<file path="config.mk">
export PLATFORM = sky130hd
export DESIGN_NAME = birth_date_age_weekday_days
export DESIGN_NICKNAME = d
export VERILOG_FILES = /design/src/sv/bdage_pkg.sv /design/src/sv/bdage_step.sv /design/src/sv/birth_date_age_weekday_days.sv
export SDC_FILE = /design/constraint.sdc
export NUM_CORES = 1
export LEC_CHECK = 0
export BUFFER_PORTS_ARGS = -buffer_cell sky130_fd_sc_hd__buf_2
export CAP_MARGIN = 20
export CORE_ASPECT_RATIO = 0.9
export CORE_UTILIZATION = 38
export DETAILED_ROUTE_END_ITERATION = 10
export SLEW_MARGIN = 20
export SYNTH_ARGS = -nofsm -noshare
export SYNTH_HDL_FRONTEND = slang
export SYNTH_SLANG_ARGS = --single-unit
</file>
<file path="constraint.sdc">
create_clock -name clk -period 7.7 [get_ports clk]
set_clock_uncertainty 0.1 [all_clocks]
set_input_delay 0.385 -clock clk [delete_from_list [all_inputs] [get_ports clk]]
set_output_delay 0.385 -clock clk [all_outputs]
set_load 0.01 [all_outputs]
</file>
<file path="src/sv/bdage_pkg.sv">
`timescale 1ns / 1ps

package bdage_pkg;

    localparam int DAY_W     = 5;
    localparam int MONTH_W   = 4;
    localparam int YEAR_W    = 12;
    localparam int WDAY_W    = 3;
    localparam int DAYS_W    = 17;
    localparam int AGE_W     = 8;
    localparam int STATUS_W  = 2;
    localparam int CFG_IDX_W = 2;
    localparam int CFG_DAT_W = 12;

    localparam logic [YEAR_W-1:0] MIN_YEAR   = 12'd1901;
    localparam logic [DAYS_W-1:0] WALK_LIMIT = 17'd72685;

    // register indexes
    localparam logic [CFG_IDX_W-1:0] REG_TODAY_DAY   = 2'd0;
    localparam logic [CFG_IDX_W-1:0] REG_TODAY_MONTH = 2'd1;
    localparam logic [CFG_IDX_W-1:0] REG_TODAY_YEAR  = 2'd2;
    localparam logic [CFG_IDX_W-1:0] REG_TODAY_WDAY  = 2'd3;

    localparam logic [DAY_W-1:0]   RST_TODAY_DAY   = 5'd27;
    localparam logic [MONTH_W-1:0] RST_TODAY_MONTH = 4'd2;
    localparam logic [YEAR_W-1:0]  RST_TODAY_YEAR  = 12'd2017;
    localparam logic [WDAY_W-1:0]  RST_TODAY_WDAY  = 3'd2;

    // status codes
    localparam logic [STATUS_W-1:0] ST_OK        = 2'd0;
    localparam logic [STATUS_W-1:0] ST_BAD_DAY   = 2'd1;
    localparam logic [STATUS_W-1:0] ST_BAD_MONTH = 2'd2;
    localparam logic [STATUS_W-1:0] ST_BAD_YEAR  = 2'd3;

    typedef struct packed {
        logic [DAY_W-1:0]   day;
        logic [MONTH_W-1:0] month;
        logic [YEAR_W-1:0]  year;
        logic [WDAY_W-1:0]  weekday;
    } date_t;

    // leap year every fourth year; unknown month codes count as February
    function automatic logic [DAY_W-1:0] month_length(
        input logic [MONTH_W-1:0] m,
        input logic [YEAR_W-1:0]  y
    );
        logic [DAY_W-1:0] len;
        begin
            case (m)
                4'd4, 4'd6, 4'd9, 4'd11:
                    len = 5'd30;
                4'd1, 4'd3, 4'd5, 4'd7, 4'd8, 4'd10, 4'd12:
                    len = 5'd31;
                default:
                    len = (y[1:0] == 2'b00) ? 5'd29 : 5'd28;
            endcase
            return len;
        end
    endfunction

endpackage

</file>
<file path="src/sv/bdage_step.sv">
`timescale 1ns / 1ps

// Steps a calendar date and its weekday back by one day.
module bdage_step
    import bdage_pkg::*;
(
    input  date_t cur,
    output date_t prev
);

    logic [MONTH_W-1:0] pm;

    assign pm = (cur.month == 4'd1) ? 4'd12 : cur.month - 4'd1;

    always_comb
    begin
        prev = cur;
        if (cur.day != 5'd1)
        begin
            prev.day = cur.day - 5'd1;
        end
        else
        begin
            prev.day   = month_length(pm, cur.year);
            prev.month = pm;
            if (cur.month == 4'd1)
            begin
                prev.year = cur.year - 12'd1;
            end
        end
        prev.weekday = (cur.weekday == 3'd1) ? 3'd7 : cur.weekday - 3'd1;
    end

endmodule

</file>
<file path="src/sv/birth_date_age_weekday_days.sv">
`timescale 1ns / 1ps

// Birth date to age, weekday of birth and days lived. Starting from the
// configured today date and weekday, the block steps the calendar back one
// day per clock through a single date-decrement unit until it meets the
// birth date. A word that passes the range checks goes to the walk state; one
// that fails them goes straight to S_DONE, which registers the result with
// out_valid once the output is free. in_ready is low while a word is in work.
// Status: 0 ok, 1 bad day, 2 bad month, 3 bad year or date after today;
// on an error the other result fields are zero. Leap years are every fourth
// year. Write the today registers only while the block is idle.
module birth_date_age_weekday_days
    import bdage_pkg::*;
(
    input  logic                 clk,
    input  logic                 rst_n,

    input  logic                 cfg_en,
    input  logic [CFG_IDX_W-1:0] cfg_addr,
    input  logic [CFG_DAT_W-1:0] cfg_data,

    input  logic                 in_valid,
    output logic                 in_ready,
    input  logic [DAY_W-1:0]     birth_day,
    input  logic [MONTH_W-1:0]   birth_month,
    input  logic [YEAR_W-1:0]    birth_year,

    output logic                 out_valid,
    input  logic                 out_ready,
    output logic [STATUS_W-1:0]  status,
    output logic [AGE_W-1:0]     age_years,
    output logic [WDAY_W-1:0]    birth_weekday,
    output logic [DAYS_W-1:0]    days_lived
);

    localparam logic [1:0] S_IDLE = 2'd0;
    localparam logic [1:0] S_WALK = 2'd1;
    localparam logic [1:0] S_DONE = 2'd2;

    logic [1:0] state_reg, state_next;

    date_t today_reg;

    date_t              walk_reg, walk_next;
    date_t              walk_prev;
    logic [DAYS_W-1:0]  day_count_reg, day_count_next;
    logic [AGE_W-1:0]   age_count_reg, age_count_next;

    logic [DAY_W-1:0]   bday_reg;
    logic [MONTH_W-1:0] bmonth_reg;
    logic [YEAR_W-1:0]  byear_reg;

    logic [STATUS_W-1:0] res_status_reg, res_status_next;

    logic                out_valid_reg;
    logic [STATUS_W-1:0] status_reg;
    logic [AGE_W-1:0]    age_reg;
    logic [WDAY_W-1:0]   wday_reg;
    logic [DAYS_W-1:0]   days_reg;

    logic                in_acc;
    logic [STATUS_W-1:0] chk_status;
    logic                md_match;
    logic                full_match;
    logic                out_free;
    logic                res_ok;

    assign in_ready = (state_reg == S_IDLE);
    assign in_acc   = in_valid && in_ready;
    assign out_free = !out_valid_reg || out_ready;
    assign res_ok   = (res_status_reg == ST_OK);

    always_comb
    begin
        if (birth_day == 5'd0)
            chk_status = ST_BAD_DAY;
        else if (birth_month == 4'd0 || birth_month > 4'd12)
            chk_status = ST_BAD_MONTH;
        else if (birth_year < MIN_YEAR || birth_year > today_reg.year)
            chk_status = ST_BAD_YEAR;
        else if (birth_day > month_length(birth_month, birth_year))
            chk_status = ST_BAD_DAY;
        else
            chk_status = ST_OK;
    end

    bdage_step u_step (
        .cur  (walk_reg),
        .prev (walk_prev)
    );

    assign md_match   = (walk_reg.month == bmonth_reg) && (walk_reg.day == bday_reg);
    assign full_match = md_match && (walk_reg.year == byear_reg);

    always_comb
    begin
        state_next      = state_reg;
        walk_next       = walk_reg;
        day_count_next  = day_count_reg;
        age_count_next  = age_count_reg;
        res_status_next = res_status_reg;
        case (state_reg)
            S_IDLE:
            begin
                if (in_acc)
                begin
                    res_status_next = chk_status;
                    if (chk_status == ST_OK)
                    begin
                        walk_next      = today_reg;
                        day_count_next = '0;
                        age_count_next = '0;
                        state_next     = S_WALK;
                    end
                    else
                    begin
                        state_next = S_DONE;
                    end
                end
            end
            S_WALK:
            begin
                if (full_match)
                begin
                    res_status_next = ST_OK;
                    state_next      = S_DONE;
                end
                else if (day_count_reg >= WALK_LIMIT)
                begin
                    // never reached: birth date lies after today
                    res_status_next = ST_BAD_YEAR;
                    state_next      = S_DONE;
                end
                else
                begin
                    if (md_match)
                        age_count_next = age_count_reg + 8'd1;
                    walk_next      = walk_prev;
                    day_count_next = day_count_reg + 17'd1;
                end
            end
            S_DONE:
            begin
                if (out_free)
                    state_next = S_IDLE;
            end
            default:
            begin
                state_next = S_IDLE;
            end
        endcase
    end

    always_ff @(posedge clk or negedge rst_n)
    begin
        if (!rst_n)
        begin
            state_reg      <= S_IDLE;
            walk_reg       <= '0;
            day_count_reg  <= '0;
            age_count_reg  <= '0;
            res_status_reg <= ST_OK;
        end
        else
        begin
            state_reg      <= state_next;
            walk_reg       <= walk_next;
            day_count_reg  <= day_count_next;
            age_count_reg  <= age_count_next;
            res_status_reg <= res_status_next;
        end
    end

    always_ff @(posedge clk or negedge rst_n)
    begin
        if (!rst_n)
        begin
            today_reg.day     <= RST_TODAY_DAY;
            today_reg.month   <= RST_TODAY_MONTH;
            today_reg.year    <= RST_TODAY_YEAR;
            today_reg.weekday <= RST_TODAY_WDAY;
        end
        else if (cfg_en)
        begin
            case (cfg_addr)
                REG_TODAY_DAY:   today_reg.day     <= cfg_data[DAY_W-1:0];
                REG_TODAY_MONTH: today_reg.month   <= cfg_data[MONTH_W-1:0];
                REG_TODAY_YEAR:  today_reg.year    <= cfg_data[YEAR_W-1:0];
                REG_TODAY_WDAY:  today_reg.weekday <= cfg_data[WDAY_W-1:0];
                default:         today_reg         <= today_reg;
            endcase
        end
    end

    always_ff @(posedge clk)
    begin
        if (in_acc)
        begin
            bday_reg   <= birth_day;
            bmonth_reg <= birth_month;
            byear_reg  <= birth_year;
        end
    end

    always_ff @(posedge clk or negedge rst_n)
    begin
        if (!rst_n)
            out_valid_reg <= 1'b0;
        else if (state_reg == S_DONE && out_free)
            out_valid_reg <= 1'b1;
        else if (out_ready)
            out_valid_reg <= 1'b0;
    end

    always_ff @(posedge clk)
    begin
        if (state_reg == S_DONE && out_free)
        begin
            status_reg <= res_status_reg;
            age_reg    <= res_ok ? age_count_reg : '0;
            wday_reg   <= res_ok ? walk_reg.weekday : '0;
            days_reg   <= res_ok ? day_count_reg : '0;
        end
    end

    assign out_valid     = out_valid_reg;
    assign status        = status_reg;
    assign age_years     = age_reg;
    assign birth_weekday = wday_reg;
    assign days_lived    = days_reg;

    assert property (@(posedge clk) disable iff (!rst_n)
        out_valid && status != ST_OK |->
            age_years == '0 && birth_weekday == '0 && days_lived == '0)
        else $error("error word carries nonzero result fields");

    assert property (@(posedge clk) disable iff (!rst_n)
        state_reg == S_WALK |-> day_count_reg <= WALK_LIMIT)
        else $error("walk ran past its step limit");

    assert property (@(posedge clk) disable iff (!rst_n)
        in_valid && in_ready |=> !in_ready)
        else $error("new word taken while previous one in work");

    assert property (@(posedge clk) disable iff (!rst_n)
        state_reg == S_WALK && !full_match && day_count_reg < WALK_LIMIT |=>
            day_count_reg == $past(day_count_reg) + 17'd1)
        else $error("day counter did not follow the date step");

endmodule

</file>
Word-level counts from Yosys, hierarchy flattened. Index checks and enable logic that the tools add are counted.

Flip-flop bits (word level): 129. Input port bits: 40. Output and inout bits: 32. Word-level logic and storage cells: 149.

Reductions and logical operators: 32. Muxes and demuxes: 44. Add/sub/neg operators: 6. Equality and inequality tests: 42. $lt $le $gt $ge: 5.

Operators with widths (number): two-way mux 24 bit (4); two-way mux 17 bit (4); one-hot mux 24 bit (2 select lines) (1); == test 4 bit (second input constant) (10); two-way mux 8 bit (5); one-hot mux 17 bit (2 select lines) (1); == test 4 x 3 -> 1 bit (second input constant) (8); two-way mux 2 bit (11); two-way mux 5 bit (4); adder 17 x 1 -> 17 bit (second input constant) (1); greater-or-equal comparator 17 bit (second input constant) (1); two-way mux 16 bit (1); one-hot mux 8 bit (2 select lines) (1); OR reduction 7 bit (2); == test 12 bit (1); == test 4 x 1 -> 1 bit (second input constant) (3); greater-than comparator 12 bit (1); zero test 2 bit (6); less-than comparator 12 x 11 -> 1 bit (second input constant) (1); two-way mux 12 bit (1); AND reduction 6 bit (2); subtractor 12 x 1 -> 12 bit (second input constant) (1); inequality test 2 bit (second input constant) (5); one-hot mux 5 bit (2 select lines) (1); other kinds (31) (53).

Depth between registers and ports, before layout.
Depth after elaboration: 15. Gate-level depth with buffers: 13. Depth with buffers taken out: 12.

By module. From an unflattened synthesis, not the netlist that was laid out.

Cell total of the unflattened synthesis: 664. Area, all modules: 7014.2 µm².

Modules (own cells, without submodules): birth_date_age_weekday_days (cells an instance 565, seq. area each 3499.6 µm², instances 1, area an instance 6333.6 µm²); bdage_step (cells an instance 99, seq. area each 0.0 µm², instances 1, area an instance 680.7 µm²).

Worst setup path before layout. OpenSTA, ideal clock, no wires.

Kind: input-to-reg. Start: input birth_month[0]. End: register day_count_reg[12]. Slack: 5226 ps. Path buffers: 1. Library setup time: 126 ps. Data arrival time: 2248 ps. Data required time: 7474 ps. Stages on the path: 11. Path through: o211ai_1 -> o31ai_1 -> ha_1 -> nor2b_1 -> o211ai_1 -> nand3_2 -> nor2_1 -> a211o_1 -> nand2_2 -> buf_4 -> a221o_1.

Longest elaborated chain between the ends: 14. Elaborated cells on any way between the ends: 28. Those cells by class: 2 x order compare; 12 x eq/ne; 8 x mux; 6 x reduce/logical.

RTL lines: from (decl) (line birth_date_age_weekday_days.sv:25) `input logic [MONTH_W-1:0] birth_month,`; == test 4 x 1 -> 1 bit (tied with other cells) (line bdage_pkg.sv:49) `case (m)`; OR reduction 7 bit or OR reduction 4 bit (tied branches) (line bdage_pkg.sv:49); one-hot mux 2 bit (2 select lines) (line bdage_pkg.sv:49); two-way mux 5 bit (line birth_date_age_weekday_days.sv:79) `else if (birth_year < MIN_YEAR || birth_year > today_reg.year)`; two-way mux 5 bit (line birth_date_age_weekday_days.sv:77) `else if (birth_month == 4'd0 || birth_month > 4'd12)`; two-way mux 5 bit (line birth_date_age_weekday_days.sv:75) `if (birth_day == 5'd0)`; greater-than comparator 5 bit (line birth_date_age_weekday_days.sv:81) `else if (birth_day > month_length(birth_month, birth_year))`; two-way mux 1 bit (line birth_date_age_weekday_days.sv:81); two-way mux 2 bit (line birth_date_age_weekday_days.sv:79); two-way mux 2 bit (*) (line birth_date_age_weekday_days.sv:77); two-way mux 2 bit (*) (line birth_date_age_weekday_days.sv:75); zero test 2 bit (*) (line birth_date_age_weekday_days.sv:108) `if (chk_status == ST_OK)`; inequality test 2 x 1 -> 1 bit (no source line) (*); AND reduction 5 bit (no source line) (*); to (signal assigned) (line birth_date_age_weekday_days.sv:168) `day_count_reg <= day_count_next;`; to (decl) (line birth_date_age_weekday_days.sv:46) `logic [DAYS_W-1:0] day_count_reg, day_count_next;`.

Mark *: on every way between the ends. The rest lies on a longest branch, timed or not. The select of a mux whose other input is x is not followed. A chain may end at the register's enable or synchronous reset.

Final worst setup path.
Start: register today_reg[13] (netlist name). End: register walk_reg[19] (netlist name).

Longest elaborated chain between the ends: 8.

RTL lines: from (decl) (line birth_date_age_weekday_days.sv:42) `date_t today_reg;`; from (signal assigned) (line birth_date_age_weekday_days.sv:190) `default: today_reg <= today_reg;`; greater-than comparator 12 bit (line birth_date_age_weekday_days.sv:79); logical OR 1 bit (line birth_date_age_weekday_days.sv:79); two-way mux 2 bit (line birth_date_age_weekday_days.sv:79); two-way mux 2 bit (line birth_date_age_weekday_days.sv:77); two-way mux 2 bit (line birth_date_age_weekday_days.sv:75); zero test 2 bit (line birth_date_age_weekday_days.sv:108); inequality test 2 x 1 -> 1 bit (no source line); AND reduction 5 bit (no source line); to (signal assigned) (line birth_date_age_weekday_days.sv:167) `walk_reg <= walk_next;`; to (decl) (line birth_date_age_weekday_days.sv:44) `date_t walk_reg, walk_next;`.

No other way between the ends.

==> summary.md <==
| Metric | Value |
|---|---|
| Minimum clock period after layout | `3660 ps` |
| Number of synthesized register bits | `129` |
| Final Instance Count excl. Fillers | `955` |
| Vias in the first global route | `5006` |
| Post-DRT Antenna Nets | `0` |
| Power density relative to cell area | `372 nW/um^2` |
| Sw Share | `0.368` |
| Combinational family with the most area after synthesis | `simple AND/OR/NAND/NOR gates` |
| Actual slew at the worst max-slew pin | `1130 ps` |
| Required arrival time at the worst endpoint | `7900 ps` |
| Fraction of registers with async set or reset after synthesis | `0.605` |
| Site Rows | `45` |
| Cell count after synthesis | `642` |
| GR Util met2 | `0.286` |
| Cell type with the highest aggregate area in the netlist | `dfrtp_1` |
| Endpoint of the worst setup timing path | `walk_reg[19]$_DFFE_PN0P_` |
| First-pass iteration count of the detailed router | `5` |
| Number of cells in the design after placement | `922` |
| Worst Setup Start Kind | `register` |
| Worst R2R Setup Slack | `4040 ps` |
| Type of the worst setup path | `register to register` |
| Max Clock Freq | `273 MHz` |
| Number of cell instances on the worst register-to-register path | `9` |
| Maximum fanout along the worst path | `21` |
| R2r startpoint | `today_reg[13]$_DFFE_PN1P_` |
| Buffer type at the clock tree root | `clkbuf_16` |
| Max-slew headroom | `0.246` |
| IO buf count | `71` |
| Setup crit end kind | `register` |
| Share of synthesized area spent on multiplexers | `0.0480` |
| Cell variety after synth | `65` |
| Internal Pwr Total | `1.88 mW` |
| Routed wire length per instance | `17.1 um` |
| Clock tree buffer depth | `2` |
| Worst flop-to-flop path endpoint | `walk_reg[19]$_DFFE_PN0P_` |
| Clk pin slew, worst setup/hold paths | `60 ps` |
| Summed instance area of the synthesized netlist | `6780 um^2` |
| Static Leakage | `3.35 nW` |
| Placed wire-length estimate | `11500 um` |
| First-pass GRT wire length | `26700 um` |
| Yosys Warn Count | `0` |
| Nets@finish | `774` |
| Synth Area per Inst | `10.6 um^2` |
| Total global-route track usage | `0.192` |
| CTS H-Tree Depth | `4` |
| Number of buffers added by the clock tree synthesis step | `17` |
| Clock tree from TritonCTS | `built` |
| Global placer's final weighted congestion | `0.877` |
| Post-Layout Inst Area | `8000 um^2` |
| Worst IR drop on VDD | `0.273 mV` |
| Overall die area | `18400 um^2` |
| Final number of setup-violating endpoints | `0` |
| Outcome | `finished, final reports clean` |
| Sequential group share of total power | `0.376` |
| Floorplan Core Area | `17200 um^2` |
| Total I/O pin count | `72` |
| Per-cell via count in the routed design | `5.45` |
| Cell area after placement | `7340 um^2` |
| Most instantiated flip-flop cell in the synthesis netlist | `dfrtp_1` |
| Sum Neg Setup Slack | `0 ps` |
| DIE HEIGHT | `129 um` |
| Final routed DRC violation total | `0` |
| Nets in the synthesized netlist | `709` |
| Antenna violations before repair | `0` |
| GR met3 Demand/Resource | `0.0476` |
| Total count of hold-check failures in the final report | `0` |
| Residual overflow from global routing | `0` |
| Maximum number of pins on one net before global-route repair | `79` |
| Path category of the worst min-delay check | `input port to register` |
| Part of the total power dissipated in combinational logic | `0.323` |
| GRT met1 Usage | `0.271` |
| Total detailed-routing wirelength | `16400 um` |
| Number of maximum-capacitance constraint violations | `0` |
| Most area-consuming cells after synthesis | `dfrtp_1 (24%), edfxtp_1 (23%), dfstp_2 (5.0%)` |
| TritonCTS sink count | `129` |
| Die Wd | `143 um` |
| Most heavily used metal layer in global routing | `met2` |
| Fraction of the yosys area taken by sequential cells | `0.516` |
| Fraction of synthesized cell area in xor and xnor cells | `0.0271` |
| Share of synthesized cell area in and, or, nand and nor gates | `0.176` |
| Critical path origin | `today_reg[13]$_DFFE_PN1P_` |
| Adder-cell share of the synthesized area | `0.0498` |
| Share of post-route cells with drive strength above 1 | `0.218` |
| Area share of the leading cell type in the synthesized netlist | `0.240` |
| Clock power share | `0.301` |
| Arrival time of the worst setup path | `3870 ps` |
| Clock latency on the worst-skew pair | `420 ps` |
| Initial core utilization | `0.395` |
| Vias | `5200` |
| Post-synth EDFFs | `51` |
| Synthesized-area fraction occupied by ao, oa, aoi and oai cells | `0.148` |
| Number of gates resized after cts | `0` |
| Portion of the clock cycle consumed by the worst path in the final layout | `0.476` |
| Fin. max-slew vios | `0` |
| Switch Pwr | `1.10 mW` |
| Unrepaired setup endpoints after global routing | `no` |
| Diodes inserted | `0` |
| Detailed Route Iter0 Violations | `514` |
| Layout overhead on the synthesized area | `18.0%` |
==> Yosys cell counts, types with 2 or more instances <==
cell / count
nor2_1: 35
o22a_1: 5
nand2_1: 39
and2_1: 25
dfstp_2: 13
nor4_1: 8
inv_1: 28
nand2b_1: 7
nand3b_1: 3
edfxtp_1: 51
or3_1: 8
o2111ai_1: 2
mux2_2: 24
xor2_1: 21
o2bb2ai_1: 4
nor3b_1: 7
nand2_2: 2
nor4_2: 2
a221o_1: 6
o21ai_0: 40
o31ai_1: 7
nand3_1: 32
and3_1: 13
o22ai_1: 8
nor4b_1: 2
nor2b_1: 6
nor3_1: 22
a21oi_1: 33
buf_2: 7
a2bb2oi_1: 5
a211oi_1: 3
clkbuf_1: 19
a31oi_1: 12
buf_1: 2
a21boi_0: 2
nand4_1: 9
dfrtp_1: 65
o211ai_1: 5
ha_1: 27
mux2i_1: 4
a21o_1: 5
==> per-layer routing <==
| metal | share of wire | vias up |
|---|---|---|
| li1 | - | 2498 |
| met1 | 0.49 | 2498 |
| met2 | 0.44 | 186 |
| met3 | 0.057 | 18 |
| met4 | 0.015 | 0 |
| met5 | 0 | - |
==> repair_timing <==
item / 4_1_cts / 5_1_grt
endpoints found under the hold margin: 0 / 54
hold buffers: 0 / 1
setup buffers: 0 / 0
==> how the worst min path moves through the flow <==
stage                              start                           end  slack, ps  cells past startpoint
2_1_floorplan                      rst_n  age_count_reg[0]$_DFFE_PN0P_        -10                      0
3_3_place_gp   today_reg[21]$_DFFE_PN0P_     today_reg[21]$_DFFE_PN0P_        410                      1
3_5_place_dp   today_reg[21]$_DFFE_PN0P_     today_reg[21]$_DFFE_PN0P_        410                      1
4_1_cts                   birth_month[1]       bmonth_reg[1]$_DFFE_PP_         70                      1
5_1_grt                    birth_year[3]        byear_reg[3]$_DFFE_PP_         80                      1
6_report                  birth_month[1]       bmonth_reg[1]$_DFFE_PP_         80                      1
==> cell usage in the layout (no fill, tap or decap), drive strengths merged, types with 5 or more instances in the layout <==
cell and count:
a21o 5, a21oi 34, a221o 6, a2bb2oi 5
a31oi 12, and2 27, and3 13, buf 75
bufinv 6, clkbuf 19, clkinv 7, dfrtp 65
dfstp 13, edfxtp 51, ha 27, inv 29
mux2 25, nand2 41, nand2b 7, nand3 33
nand4 9, nor2 35, nor2b 6, nor3 22
nor3b 7, nor4 10, o211ai 5, o21ai 40
o22a 6, o22ai 9, o31ai 7, or3 8
xor2 21
==> area by class of cell <==
| cell class | instances | area (um^2) |
|---|---|---|
| Clock buffer | 19 | 433 |
| Clock inverter | 13 | 216 |
| Fill cell | 1582 | 9170 |
| Inverter | 29 | 109 |
| Multi-Input combinational cell | 454 | 3050 |
| Sequential cell | 129 | 3500 |
| Tap cell | 235 | 294 |
| Timing Repair Buffer | 76 | 402 |
==> per-stage QoR <==
| step | hold slack (ps) | power (mW) | utilization | setup slack [ps] |
|---|---|---|---|---|
| final | 83.1 | 2.98 | 0.466 | 4040 |
| after global routing | 75.0 | 3.17 | 0.466 | 3850 |
| after CTS | 71.4 | 2.98 | 0.465 | 4030 |
| after detailed placement | 415 | 2.09 | 0.427 | 3930 |
| after global placement | 408 | 2.06 | 0.427 | 4050 |
| after floorplan | -10.6 | 1.79 | - | 5230 |
==> worst max-delay path: stages (launching register included) <==
cell and delay, ps:
dfstp_2 560, inv_1 50, ha_1 300, a21oi_1 170, a21boi_0 160, o41ai_2 510, a211o_1 510, nand2_2 410
inv_2 430, mux2_4 330
==> power groups by stage <==
| stage | combinational (mW) | clock, mW | sequential (mW) |
|---|---|---|---|
| 2_1_floorplan | 0.717 | 0 | 1.07 |
| 3_3_place_gp | 0.931 | 0 | 1.13 |
| 3_5_place_dp | 0.957 | 0 | 1.13 |
| 4_1_cts | 0.961 | 0.904 | 1.12 |
| 5_1_grt | 1.08 | 0.941 | 1.15 |
| 6_report | 0.962 | 0.895 | 1.12 |
==> logic make-up (layout without fill, tap and decap cells) <==
kind of cell / count (synthesis) / in the layout
and+or+nand+nor: 225 / 225
muxes: 29 / 29
buffers and inverters: 59 / 137
DFF: 129 / 129
xor gates and xnor gates: 21 / 21
AOI/OAI and AO/OA: 152 / 152
adders and majority gates: 27 / 27
Power figures use the tool's default switching activity.
